## config.mk

```make
export PLATFORM = sky130hd
export DESIGN_NAME = line_segment_mesh_expander_top
export DESIGN_NICKNAME = d
export VERILOG_FILES = /design/src/design/lsme_pkg.sv /design/src/design/line_segment_mesh_expander_top.sv /design/src/design/lsme_cfg.sv /design/src/design/lsme_seq.sv /design/src/design/lsme_out.sv
export SDC_FILE = /design/constraint.sdc
export NUM_CORES = 2
export LEC_CHECK = 0
export BUFFER_PORTS_ARGS = -buffer_cell sky130_fd_sc_hd__buf_4
export CAP_MARGIN = 10
export CORE_ASPECT_RATIO = 0.5
export CORE_UTILIZATION = 50
export DETAILED_ROUTE_END_ITERATION = 16
export PLACE_DENSITY = 0.7
export SLEW_MARGIN = 20
export SYNTH_ARGS = -nofsm -noshare
export SYNTH_HDL_FRONTEND = slang
export SYNTH_HIERARCHICAL = 1
export SYNTH_SLANG_ARGS = --single-unit
```

## constraint.sdc

```tcl
create_clock -name clk -period 26.7 [get_ports clk]
set_clock_uncertainty 0.15 [all_clocks]
set_input_delay 5.34 -clock clk [delete_from_list [all_inputs] [get_ports clk]]
set_output_delay 5.34 -clock clk [all_outputs]
set_load 0.005 [all_outputs]
```

## src/design/lsme_pkg.sv

```systemverilog
// ----------------------------------------------------------------------------
// Line segment mesh expander package
// Shared types, register codes and corner tables of the line segment mesh
// expander.
// ----------------------------------------------------------------------------
package lsme_pkg;

    // Geometry modes
    localparam logic MODE_TET   = 1'b0;
    localparam logic MODE_PRISM = 1'b1;

    // Result kinds
    localparam logic KIND_INDEX  = 1'b0;
    localparam logic KIND_VERTEX = 1'b1;

    // Sequence lengths per line
    localparam int STEP_W       = 5;
    localparam int TET_IDX_N    = 12;
    localparam int PRISM_IDX_N  = 24;
    localparam int TET_LAST     = 15;
    localparam int PRISM_LAST   = 29;

    // Register reset values
    localparam logic [47:0] OFFSET_A_RST = 48'h0000_4000_0000;
    localparam logic [47:0] OFFSET_B_RST = 48'h0000_E000_C893;
    localparam logic [47:0] OFFSET_C_RST = 48'h0000_E000_376D;

    // Register map, indexed by the double-word address
    typedef enum logic [1:0] {
        REG_MODE     = 2'd0,
        REG_OFFSET_A = 2'd1,
        REG_OFFSET_B = 2'd2,
        REG_OFFSET_C = 2'd3
    } cfg_addr_t;

    // Offset vector selection codes
    localparam logic [1:0] VEC_A = 2'd0;
    localparam logic [1:0] VEC_B = 2'd1;
    localparam logic [1:0] VEC_C = 2'd2;

    // Which endpoint and offset one vertex uses
    typedef struct packed {
        logic       use_end;
        logic       use_off;
        logic [1:0] vec;
    } vsel_t;

    // One line held for expansion
    typedef struct packed {
        logic [31:0] start_x;
        logic [31:0] start_y;
        logic [31:0] start_z;
        logic [31:0] end_x;
        logic [31:0] end_y;
        logic [31:0] end_z;
        logic [15:0] size;
        logic [31:0] head_color;
        logic [31:0] tail_color;
        logic [31:0] u_coord;
    } line_t;

    // Per-cycle control from the sequencer to the result stage
    typedef struct packed {
        logic        issue;
        logic        kind;
        logic [15:0] vertex_index;
        vsel_t       sel;
        logic        last;
    } ctrl_t;

    // Corner order of the four tetrahedron triangles
    function automatic logic [2:0] tet_corner(input logic [STEP_W-1:0] step);
        logic [2:0] c;
        case (step)
            5'd0:    c = 3'd0;
            5'd1:    c = 3'd2;
            5'd2:    c = 3'd1;
            5'd3:    c = 3'd0;
            5'd4:    c = 3'd3;
            5'd5:    c = 3'd2;
            5'd6:    c = 3'd0;
            5'd7:    c = 3'd1;
            5'd8:    c = 3'd3;
            5'd9:    c = 3'd1;
            5'd10:   c = 3'd2;
            5'd11:   c = 3'd3;
            default: c = 3'd0;
        endcase
        return c;
    endfunction

    // Corner order of the eight prism triangles
    function automatic logic [2:0] prism_corner(input logic [STEP_W-1:0] step);
        logic [2:0] c;
        case (step)
            5'd0:    c = 3'd0;
            5'd1:    c = 3'd1;
            5'd2:    c = 3'd2;
            5'd3:    c = 3'd0;
            5'd4:    c = 3'd3;
            5'd5:    c = 3'd1;
            5'd6:    c = 3'd1;
            5'd7:    c = 3'd3;
            5'd8:    c = 3'd4;
            5'd9:    c = 3'd1;
            5'd10:   c = 3'd4;
            5'd11:   c = 3'd5;
            5'd12:   c = 3'd1;
            5'd13:   c = 3'd5;
            5'd14:   c = 3'd2;
            5'd15:   c = 3'd0;
            5'd16:   c = 3'd2;
            5'd17:   c = 3'd5;
            5'd18:   c = 3'd0;
            5'd19:   c = 3'd5;
            5'd20:   c = 3'd3;
            5'd21:   c = 3'd3;
            5'd22:   c = 3'd5;
            5'd23:   c = 3'd4;
            default: c = 3'd0;
        endcase
        return c;
    endfunction

    // Vertex source: tetrahedron gives the bare end point, then start plus
    // A, B, C; prism gives start plus A, B, C, then end plus A, B, C.
    function automatic vsel_t vertex_select(input logic mode, input logic [2:0] vidx);
        vsel_t s;
        s = '0;
        if (mode == MODE_TET) begin
            case (vidx)
                3'd0:    s = '{use_end: 1'b1, use_off: 1'b0, vec: VEC_A};
                3'd1:    s = '{use_end: 1'b0, use_off: 1'b1, vec: VEC_A};
                3'd2:    s = '{use_end: 1'b0, use_off: 1'b1, vec: VEC_B};
                default: s = '{use_end: 1'b0, use_off: 1'b1, vec: VEC_C};
            endcase
        end
        else begin
            case (vidx)
                3'd0:    s = '{use_end: 1'b0, use_off: 1'b1, vec: VEC_A};
                3'd1:    s = '{use_end: 1'b0, use_off: 1'b1, vec: VEC_B};
                3'd2:    s = '{use_end: 1'b0, use_off: 1'b1, vec: VEC_C};
                3'd3:    s = '{use_end: 1'b1, use_off: 1'b1, vec: VEC_A};
                3'd4:    s = '{use_end: 1'b1, use_off: 1'b1, vec: VEC_B};
                default: s = '{use_end: 1'b1, use_off: 1'b1, vec: VEC_C};
            endcase
        end
        return s;
    endfunction

endpackage

```

## src/design/line_segment_mesh_expander_top.sv

```systemverilog
// ----------------------------------------------------------------------------
// Line segment mesh expander
// Expands each line segment into triangle indices and offset vertices.
// ----------------------------------------------------------------------------
// Each accepted line produces 16 results in tetrahedron mode (12 indices,
// 4 vertices) or 30 in prism mode (24 indices, 6 vertices), one result per
// output transfer, and one result per cycle while the output is not stalled.
// The first result passes through the line register and then the output
// register, and the next line is accepted in the cycle that the last result
// of the current line is issued, so lines follow without gaps.
// Registers sit at byte addresses 0 (mode), 8, 16 and 24 (offsets A, B, C)
// and should be written only while the block is idle.
module line_segment_mesh_expander_top (
    input  logic        clk,
    input  logic        rst_n,
    input  logic        psel,
    input  logic        penable,
    input  logic        pwrite,
    input  logic [4:0]  paddr,
    input  logic [63:0] pwdata,
    output logic [63:0] prdata,
    output logic        pready,
    input  logic        in_valid,
    output logic        in_stall,
    input  logic        restart,
    input  logic [31:0] start_x,
    input  logic [31:0] start_y,
    input  logic [31:0] start_z,
    input  logic [31:0] end_x,
    input  logic [31:0] end_y,
    input  logic [31:0] end_z,
    input  logic [15:0] size,
    input  logic [31:0] head_color,
    input  logic [31:0] tail_color,
    input  logic [31:0] u_coord,
    output logic        out_valid,
    input  logic        out_stall,
    output logic        kind,
    output logic [15:0] vertex_index,
    output logic [31:0] pos_x,
    output logic [31:0] pos_y,
    output logic [31:0] pos_z,
    output logic [31:0] color,
    output logic [31:0] tex_u,
    output logic        v_end,
    output logic        last
);
    import lsme_pkg::*;

    logic        mode;
    logic [47:0] offset_a;
    logic [47:0] offset_b;
    logic [47:0] offset_c;
    logic        take;
    line_t       line;
    ctrl_t       ctrl;

    // Configuration registers.
    lsme_cfg u_cfg (
        .clk      (clk),
        .rst_n    (rst_n),
        .psel     (psel),
        .penable  (penable),
        .pwrite   (pwrite),
        .paddr    (paddr),
        .pwdata   (pwdata),
        .prdata   (prdata),
        .pready   (pready),
        .mode     (mode),
        .offset_a (offset_a),
        .offset_b (offset_b),
        .offset_c (offset_c)
    );

    // Line register and step sequencer.
    lsme_seq u_seq (
        .clk        (clk),
        .rst_n      (rst_n),
        .in_valid   (in_valid),
        .in_stall   (in_stall),
        .restart    (restart),
        .start_x    (start_x),
        .start_y    (start_y),
        .start_z    (start_z),
        .end_x      (end_x),
        .end_y      (end_y),
        .end_z      (end_z),
        .size       (size),
        .head_color (head_color),
        .tail_color (tail_color),
        .u_coord    (u_coord),
        .mode       (mode),
        .take       (take),
        .line       (line),
        .ctrl       (ctrl)
    );

    // Result computation and output register.
    lsme_out u_out (
        .clk          (clk),
        .rst_n        (rst_n),
        .line         (line),
        .ctrl         (ctrl),
        .offset_a     (offset_a),
        .offset_b     (offset_b),
        .offset_c     (offset_c),
        .take         (take),
        .out_valid    (out_valid),
        .out_stall    (out_stall),
        .kind         (kind),
        .vertex_index (vertex_index),
        .pos_x        (pos_x),
        .pos_y        (pos_y),
        .pos_z        (pos_z),
        .color        (color),
        .tex_u        (tex_u),
        .v_end        (v_end),
        .last         (last)
    );

endmodule

```

## src/design/lsme_cfg.sv

```systemverilog
// ----------------------------------------------------------------------------
// Line segment mesh expander configuration registers
// APB-style register file holding the mode and the three offset vectors.
// ----------------------------------------------------------------------------
module lsme_cfg (
    input  logic        clk,
    input  logic        rst_n,
    input  logic        psel,
    input  logic        penable,
    input  logic        pwrite,
    input  logic [4:0]  paddr,
    input  logic [63:0] pwdata,
    output logic [63:0] prdata,
    output logic        pready,
    output logic        mode,
    output logic [47:0] offset_a,
    output logic [47:0] offset_b,
    output logic [47:0] offset_c
);
    import lsme_pkg::*;

    logic        mode_reg;
    logic [47:0] offset_a_reg;
    logic [47:0] offset_b_reg;
    logic [47:0] offset_c_reg;
    logic        wr_en;
    cfg_addr_t   addr;

    assign pready = 1'b1;
    assign addr   = cfg_addr_t'(paddr[4:3]);
    assign wr_en  = psel && penable && pwrite;

    // Register writes complete in the access phase of a write transfer.
    always_ff @(posedge clk or negedge rst_n)
    begin
        if (!rst_n)
        begin
            mode_reg     <= MODE_TET;
            offset_a_reg <= OFFSET_A_RST;
            offset_b_reg <= OFFSET_B_RST;
            offset_c_reg <= OFFSET_C_RST;
        end
        else if (wr_en)
        begin
            unique case (addr)
                REG_MODE:     mode_reg     <= pwdata[0];
                REG_OFFSET_A: offset_a_reg <= pwdata[47:0];
                REG_OFFSET_B: offset_b_reg <= pwdata[47:0];
                REG_OFFSET_C: offset_c_reg <= pwdata[47:0];
                default:      mode_reg     <= mode_reg;
            endcase
        end
    end

    // Read-back multiplexer.
    always_comb
    begin
        unique case (addr)
            REG_MODE:     prdata = {63'd0, mode_reg};
            REG_OFFSET_A: prdata = {16'd0, offset_a_reg};
            REG_OFFSET_B: prdata = {16'd0, offset_b_reg};
            REG_OFFSET_C: prdata = {16'd0, offset_c_reg};
            default:      prdata = '0;
        endcase
    end

    assign mode     = mode_reg;
    assign offset_a = offset_a_reg;
    assign offset_b = offset_b_reg;
    assign offset_c = offset_c_reg;

endmodule

```

## src/design/lsme_seq.sv

```systemverilog
// ----------------------------------------------------------------------------
// Line segment mesh expander sequencer
// Input register for one line, the running line count and the step counter
// that walks through the index and vertex results of the held line.
// ----------------------------------------------------------------------------
module lsme_seq (
    input  logic                clk,
    input  logic                rst_n,
    input  logic                in_valid,
    output logic                in_stall,
    input  logic                restart,
    input  logic [31:0]         start_x,
    input  logic [31:0]         start_y,
    input  logic [31:0]         start_z,
    input  logic [31:0]         end_x,
    input  logic [31:0]         end_y,
    input  logic [31:0]         end_z,
    input  logic [15:0]         size,
    input  logic [31:0]         head_color,
    input  logic [31:0]         tail_color,
    input  logic [31:0]         u_coord,
    input  logic                mode,
    input  logic                take,
    output lsme_pkg::line_t     line,
    output lsme_pkg::ctrl_t     ctrl
);
    import lsme_pkg::*;

    line_t             line_reg;
    logic              line_valid_reg;
    logic [STEP_W-1:0] step_reg;
    logic [15:0]       line_count_reg;
    logic [15:0]       base_reg;

    logic [STEP_W-1:0] last_step;
    logic [STEP_W-1:0] n_idx;
    logic [STEP_W-1:0] vstep;
    logic              issue;
    logic              last_issue;
    logic              accept;
    logic [15:0]       cnt;
    logic [15:0]       base_next;
    logic [2:0]        corner;

    // Handshake: a new line enters as the held one issues its last result.
    assign last_step  = (mode == MODE_PRISM) ? STEP_W'(PRISM_LAST) : STEP_W'(TET_LAST);
    assign n_idx      = (mode == MODE_PRISM) ? STEP_W'(PRISM_IDX_N) : STEP_W'(TET_IDX_N);
    assign issue      = line_valid_reg && take;
    assign last_issue = issue && (step_reg == last_step);
    assign in_stall   = line_valid_reg && !last_issue;
    assign accept     = in_valid && !in_stall;

    // Index base of the line: vertex count per line times the line count.
    assign cnt       = restart ? 16'd0 : line_count_reg;
    assign base_next = (mode == MODE_PRISM) ? ({cnt[13:0], 2'b00} + {cnt[14:0], 1'b0})
                                            : {cnt[13:0], 2'b00};

    always_ff @(posedge clk or negedge rst_n)
    begin
        if (!rst_n)
        begin
            line_valid_reg <= 1'b0;
            step_reg       <= '0;
            line_count_reg <= '0;
        end
        else if (accept)
        begin
            line_valid_reg <= 1'b1;
            step_reg       <= '0;
            line_count_reg <= cnt + 16'd1;
        end
        else if (last_issue)
        begin
            line_valid_reg <= 1'b0;
        end
        else if (issue)
        begin
            step_reg <= step_reg + STEP_W'(1);
        end
    end

    // Line payload register.
    always_ff @(posedge clk)
    begin
        if (accept)
        begin
            line_reg.start_x    <= start_x;
            line_reg.start_y    <= start_y;
            line_reg.start_z    <= start_z;
            line_reg.end_x      <= end_x;
            line_reg.end_y      <= end_y;
            line_reg.end_z      <= end_z;
            line_reg.size       <= size;
            line_reg.head_color <= head_color;
            line_reg.tail_color <= tail_color;
            line_reg.u_coord    <= u_coord;
            base_reg            <= base_next;
        end
    end

    // Decode of the current step.
    assign corner = (mode == MODE_PRISM) ? prism_corner(step_reg) : tet_corner(step_reg);
    assign vstep  = step_reg - n_idx;

    always_comb
    begin
        ctrl.issue        = issue;
        ctrl.kind         = (step_reg >= n_idx) ? KIND_VERTEX : KIND_INDEX;
        ctrl.vertex_index = base_reg + {13'd0, corner};
        ctrl.sel          = vertex_select(mode, vstep[2:0]);
        ctrl.last         = (step_reg == last_step);
    end

    assign line = line_reg;

endmodule

```

## src/design/lsme_out.sv

```systemverilog
// ----------------------------------------------------------------------------
// Line segment mesh expander result stage
// Computes one index or vertex result from the held line and registers it
// for the output channel.
// ----------------------------------------------------------------------------
module lsme_out (
    input  logic               clk,
    input  logic               rst_n,
    input  lsme_pkg::line_t    line,
    input  lsme_pkg::ctrl_t    ctrl,
    input  logic [47:0]        offset_a,
    input  logic [47:0]        offset_b,
    input  logic [47:0]        offset_c,
    output logic               take,
    output logic               out_valid,
    input  logic               out_stall,
    output logic               kind,
    output logic [15:0]        vertex_index,
    output logic [31:0]        pos_x,
    output logic [31:0]        pos_y,
    output logic [31:0]        pos_z,
    output logic [31:0]        color,
    output logic [31:0]        tex_u,
    output logic               v_end,
    output logic               last
);
    import lsme_pkg::*;

    // Endpoint plus size times one Q1.14 component, rounded half up to
    // Q16.16 and saturated to the signed 32-bit range.
    function automatic logic [31:0] add_offset(input logic [31:0] pt,
                                               input logic [15:0] sz,
                                               input logic [15:0] comp);
        logic signed [32:0] prod;
        logic signed [33:0] rnd;
        logic signed [33:0] sum;
        logic [31:0]        res;
        prod = $signed({1'b0, sz}) * $signed(comp);
        rnd  = $signed({prod[32], prod}) + 34'sd32;
        sum  = $signed({{2{pt[31]}}, pt}) + (rnd >>> 6);
        if (!sum[33] && (sum[32] || sum[31]))
            res = 32'h7FFF_FFFF;
        else if (sum[33] && !(sum[32] && sum[31]))
            res = 32'h8000_0000;
        else
            res = sum[31:0];
        return res;
    endfunction

    logic        out_valid_reg;
    logic        kind_reg;
    logic [15:0] vertex_index_reg;
    logic [31:0] pos_x_reg;
    logic [31:0] pos_y_reg;
    logic [31:0] pos_z_reg;
    logic [31:0] color_reg;
    logic [31:0] tex_u_reg;
    logic        v_end_reg;
    logic        last_reg;

    logic [47:0] vec;
    logic [31:0] pt_x;
    logic [31:0] pt_y;
    logic [31:0] pt_z;
    logic        is_vtx;
    logic [15:0] vertex_index_next;
    logic [31:0] pos_x_next;
    logic [31:0] pos_y_next;
    logic [31:0] pos_z_next;
    logic [31:0] color_next;
    logic [31:0] tex_u_next;
    logic        v_end_next;

    // The output register accepts a new result when empty or when drained.
    assign take = !out_valid_reg || !out_stall;

    // Offset vector and endpoint selection; a bare endpoint adds zero.
    always_comb
    begin
        case (ctrl.sel.vec)
            VEC_A:   vec = offset_a;
            VEC_B:   vec = offset_b;
            VEC_C:   vec = offset_c;
            default: vec = '0;
        endcase
        if (!ctrl.sel.use_off)
            vec = '0;
    end

    assign pt_x   = ctrl.sel.use_end ? line.end_x : line.start_x;
    assign pt_y   = ctrl.sel.use_end ? line.end_y : line.start_y;
    assign pt_z   = ctrl.sel.use_end ? line.end_z : line.start_z;
    assign is_vtx = (ctrl.kind == KIND_VERTEX);

    // Three position lanes and field selection by result kind.
    assign pos_x_next        = is_vtx ? add_offset(pt_x, line.size, vec[15:0])  : '0;
    assign pos_y_next        = is_vtx ? add_offset(pt_y, line.size, vec[31:16]) : '0;
    assign pos_z_next        = is_vtx ? add_offset(pt_z, line.size, vec[47:32]) : '0;
    assign color_next        = !is_vtx ? '0
                             : (ctrl.sel.use_end ? line.tail_color : line.head_color);
    assign tex_u_next        = is_vtx ? line.u_coord : '0;
    assign v_end_next        = is_vtx && ctrl.sel.use_end;
    assign vertex_index_next = is_vtx ? '0 : ctrl.vertex_index;

    always_ff @(posedge clk or negedge rst_n)
    begin
        if (!rst_n)
        begin
            out_valid_reg <= 1'b0;
        end
        else if (ctrl.issue)
        begin
            out_valid_reg <= 1'b1;
        end
        else if (!out_stall)
        begin
            out_valid_reg <= 1'b0;
        end
    end

    // Result payload register.
    always_ff @(posedge clk)
    begin
        if (ctrl.issue)
        begin
            kind_reg         <= ctrl.kind;
            vertex_index_reg <= vertex_index_next;
            pos_x_reg        <= pos_x_next;
            pos_y_reg        <= pos_y_next;
            pos_z_reg        <= pos_z_next;
            color_reg        <= color_next;
            tex_u_reg        <= tex_u_next;
            v_end_reg        <= v_end_next;
            last_reg         <= ctrl.last;
        end
    end

    assign out_valid    = out_valid_reg;
    assign kind         = kind_reg;
    assign vertex_index = vertex_index_reg;
    assign pos_x        = pos_x_reg;
    assign pos_y        = pos_y_reg;
    assign pos_z        = pos_z_reg;
    assign color        = color_reg;
    assign tex_u        = tex_u_reg;
    assign v_end        = v_end_reg;
    assign last         = last_reg;

endmodule
```

==> flow_summary.toml <==
[place]
place_inst = 7487
gp_congestion = 0.904
dpl_cell_area_sq_um = 65200
io_buffers = 590
dp_hpwl_mm = 118

[floorplanning]
die_x_um = 490
ios = 627
core_area_sq_um = 117000
start_util_pct = 51.0
fp-row-count = 88
fp.dieH_um = 246
dieArea_sq_um = 120000

[run]
cap_violations = 0

[finish]
layout_commonest_cell = "inv_1"
final_cell_area_sq_um = 67200
most-common-layout-cells = "inv_1, buf_4, fa_1"
n_fill_cell = 9767
nets = 7423
largest_reg_flops = 304
syn2layout_area_growth_pct = 13.2
drive_gt1_share_pct = 20.1
layoutNonFillerInstCount = 7610

[cts]
hold_buffers = 0
clock_sinks = 665
cts_tree = "yes"
clk_path_buf_depth = 3
cts_buffers = 66
clk_pin_slew_ns = 0.07
cts_max_level = 3
root_buffer = "clkbuf_16"
clk_latency_ns = 0.69
ctsResizeCount = 0
post-cts-setup-buffers = 0

[sta]
period_minus_slack_ns = 13.54
finalHoldViolations = 0
relSlewSlack_pct = 15.1
setup-violations-final = 0
rsz0062_at_grt = "false"
setup_tns_ns = 0
tightest_slew_ns = 1.27
timing.fmax_mhz = 73.8
slew_violations = 0
post-route-period-util_pct = 50.7

[global_route]
grt_max_degree = 141
track_usage_pct = 26.7
grt_pass1_wl_mm = 248
use_met3_pct = 6.71
grt-busiest-layer = "met2"
use_met1_pct = 36.0
grt_remaining_overflow = 0
grt_use_met2_pct = 43.1
antenna_found_initial = 16
grt_pass1_vias = 44200

[yosys]
syn_inst = 5541
ys.flop_type = "edfxtp_1"
ys_async_sr_fraction_pct = 25.1
synth-seq-area-share_pct = 32.2
ys_ff_latch = 665
avgSynthCellArea_sq_um = 10.7
yosysWarnings = 6
synth_edf_count = 498
syn_area_sq_um = 59400
synth.distinct_cells = 104

[route]
post-route-drc-count = 0
post_drt_wl_per_cell_um = 21.1
avgViaCountPerCell = 5.62
first_pass_iters = 6
ant_nets = 0
drt_wl_total_mm = 161
drt_iter0_drc = 3131
vias = 42800

[worst_setup_path]
worstSetupStartpointType = "flip-flop"
cp_common_cell = "fa_1"
cp_slowest_cell = "o41ai_2"
critPathArrivalTime_ns = 13.89
worst_setup_path_end_kind = "flip-flop"
worstPathRequired_ns = 27.04
slowest_delay_ns = 0.86
worstSetupPathType = "reg2reg"
crit_fanout = 30

[status]
status = "complete, no violations"

[worst_hold_path]
hold_path.class = "reg2reg"
layout make-up:
cell class / count / area [sq um] / area share, %
Antenna cell: 2 / 5.00 / 0.00744
Clock buffer: 86 / 1730 / 2.57
Clock inverter: 35 / 360 / 0.536
Inverter: 804 / 3030 / 4.50
Multi-Input combinational cell: 3777 / 36000 / 53.5
Sequential cell: 665 / 19200 / 28.5
Tap cell: 1575 / 1970 / 2.93
Timing Repair Buffer: 666 / 5030 / 7.48
worst paths after layout:
check | start | end | slack [ns] | cells after the start
worst min register to register | u_seq/line_count_reg[7] | u_seq/line_count_reg[7] | 0.35 | 2
worst max register to register | u_cfg/mode | u_out/pos_y[20] | 13.16 | 39
worst max-delay path | u_cfg/mode | u_out/pos_y[20] | 13.16 | 39
min in group asynchronous | rst_n | u_seq/line_valid_reg | 4.60 | 1
max in group asynchronous | rst_n | u_cfg/offset_b[43] | 20.25 | 2
worst min-delay path | u_seq/line_count_reg[7] | u_seq/line_count_reg[7] | 0.35 | 2
through the flow:
stage / hold WS, ns / utilization (%) / worst slack, ns
2_1_floorplan: 0.322 / - / 14.92
3_3_place_gp: 0.336 / 55.9 / 13.44
3_5_place_dp: 0.345 / 55.9 / 13.27
4_1_cts: 0.358 / 57.7 / 13.20
5_1_grt: 0.384 / 57.7 / 12.46
6_report: 0.352 / 57.7 / 13.16
critical path, delay by kind of cell, from the launching register on:
kind,cells,cell delay [ns]
multiplexers,2,0.30
buffers and inverters,6,1.64
flip-flops,1,0.36
adder cells (fa/ha/maj),9,4.12
AO/OA/AOI/OAI,13,4.95
AND/OR/NAND/NOR,9,1.73
cells in the mapped netlist (all sizes together), types with 87 or more instances:
master / n / area share [%]
mux2: 297 / 5.8
nand2: 558 / 3.5
mux2i: 89 / 1.5
ha: 477 / 10
and3: 329 / 3.5
edfxtp: 498 / 25
inv: 801 / 5.1
a21oi: 166 / 1.4
and2: 110 / 1.2
buf: 94 / 1.1
xnor2: 111 / 1.6
dfrtp: 143 / 6.0
nor2: 178 / 1.1
o21ai: 148 / 1.3
o22ai: 87 / 1.5
a21o: 89 / 1.1
fa: 585 / 20
clkbuf: 216 / 1.4
kinds of logic after synthesis:
family	after synthesis	synth area share, %
other	2	0.0126
adders and majority gates	1062	29.7
xor gates and xnor gates	174	2.58
and+or+nand+nor	1413	11.7
DFF	665	32.2
muxes	387	7.31
buffers and inverters	1114	7.54
AOI/OAI and AO/OA	724	8.81
per-layer routing:
metal | share of wire [%] | routed length, um
met5 | 0.098 | 158
met4 | 2.0 | 3230
met3 | 9.3 | 14900
met2 | 46 | 74400
met1 | 42 | 67900
Power is not shown: default switching activity piles up to over one toggle a cycle in this logic, so the estimate is an artifact.
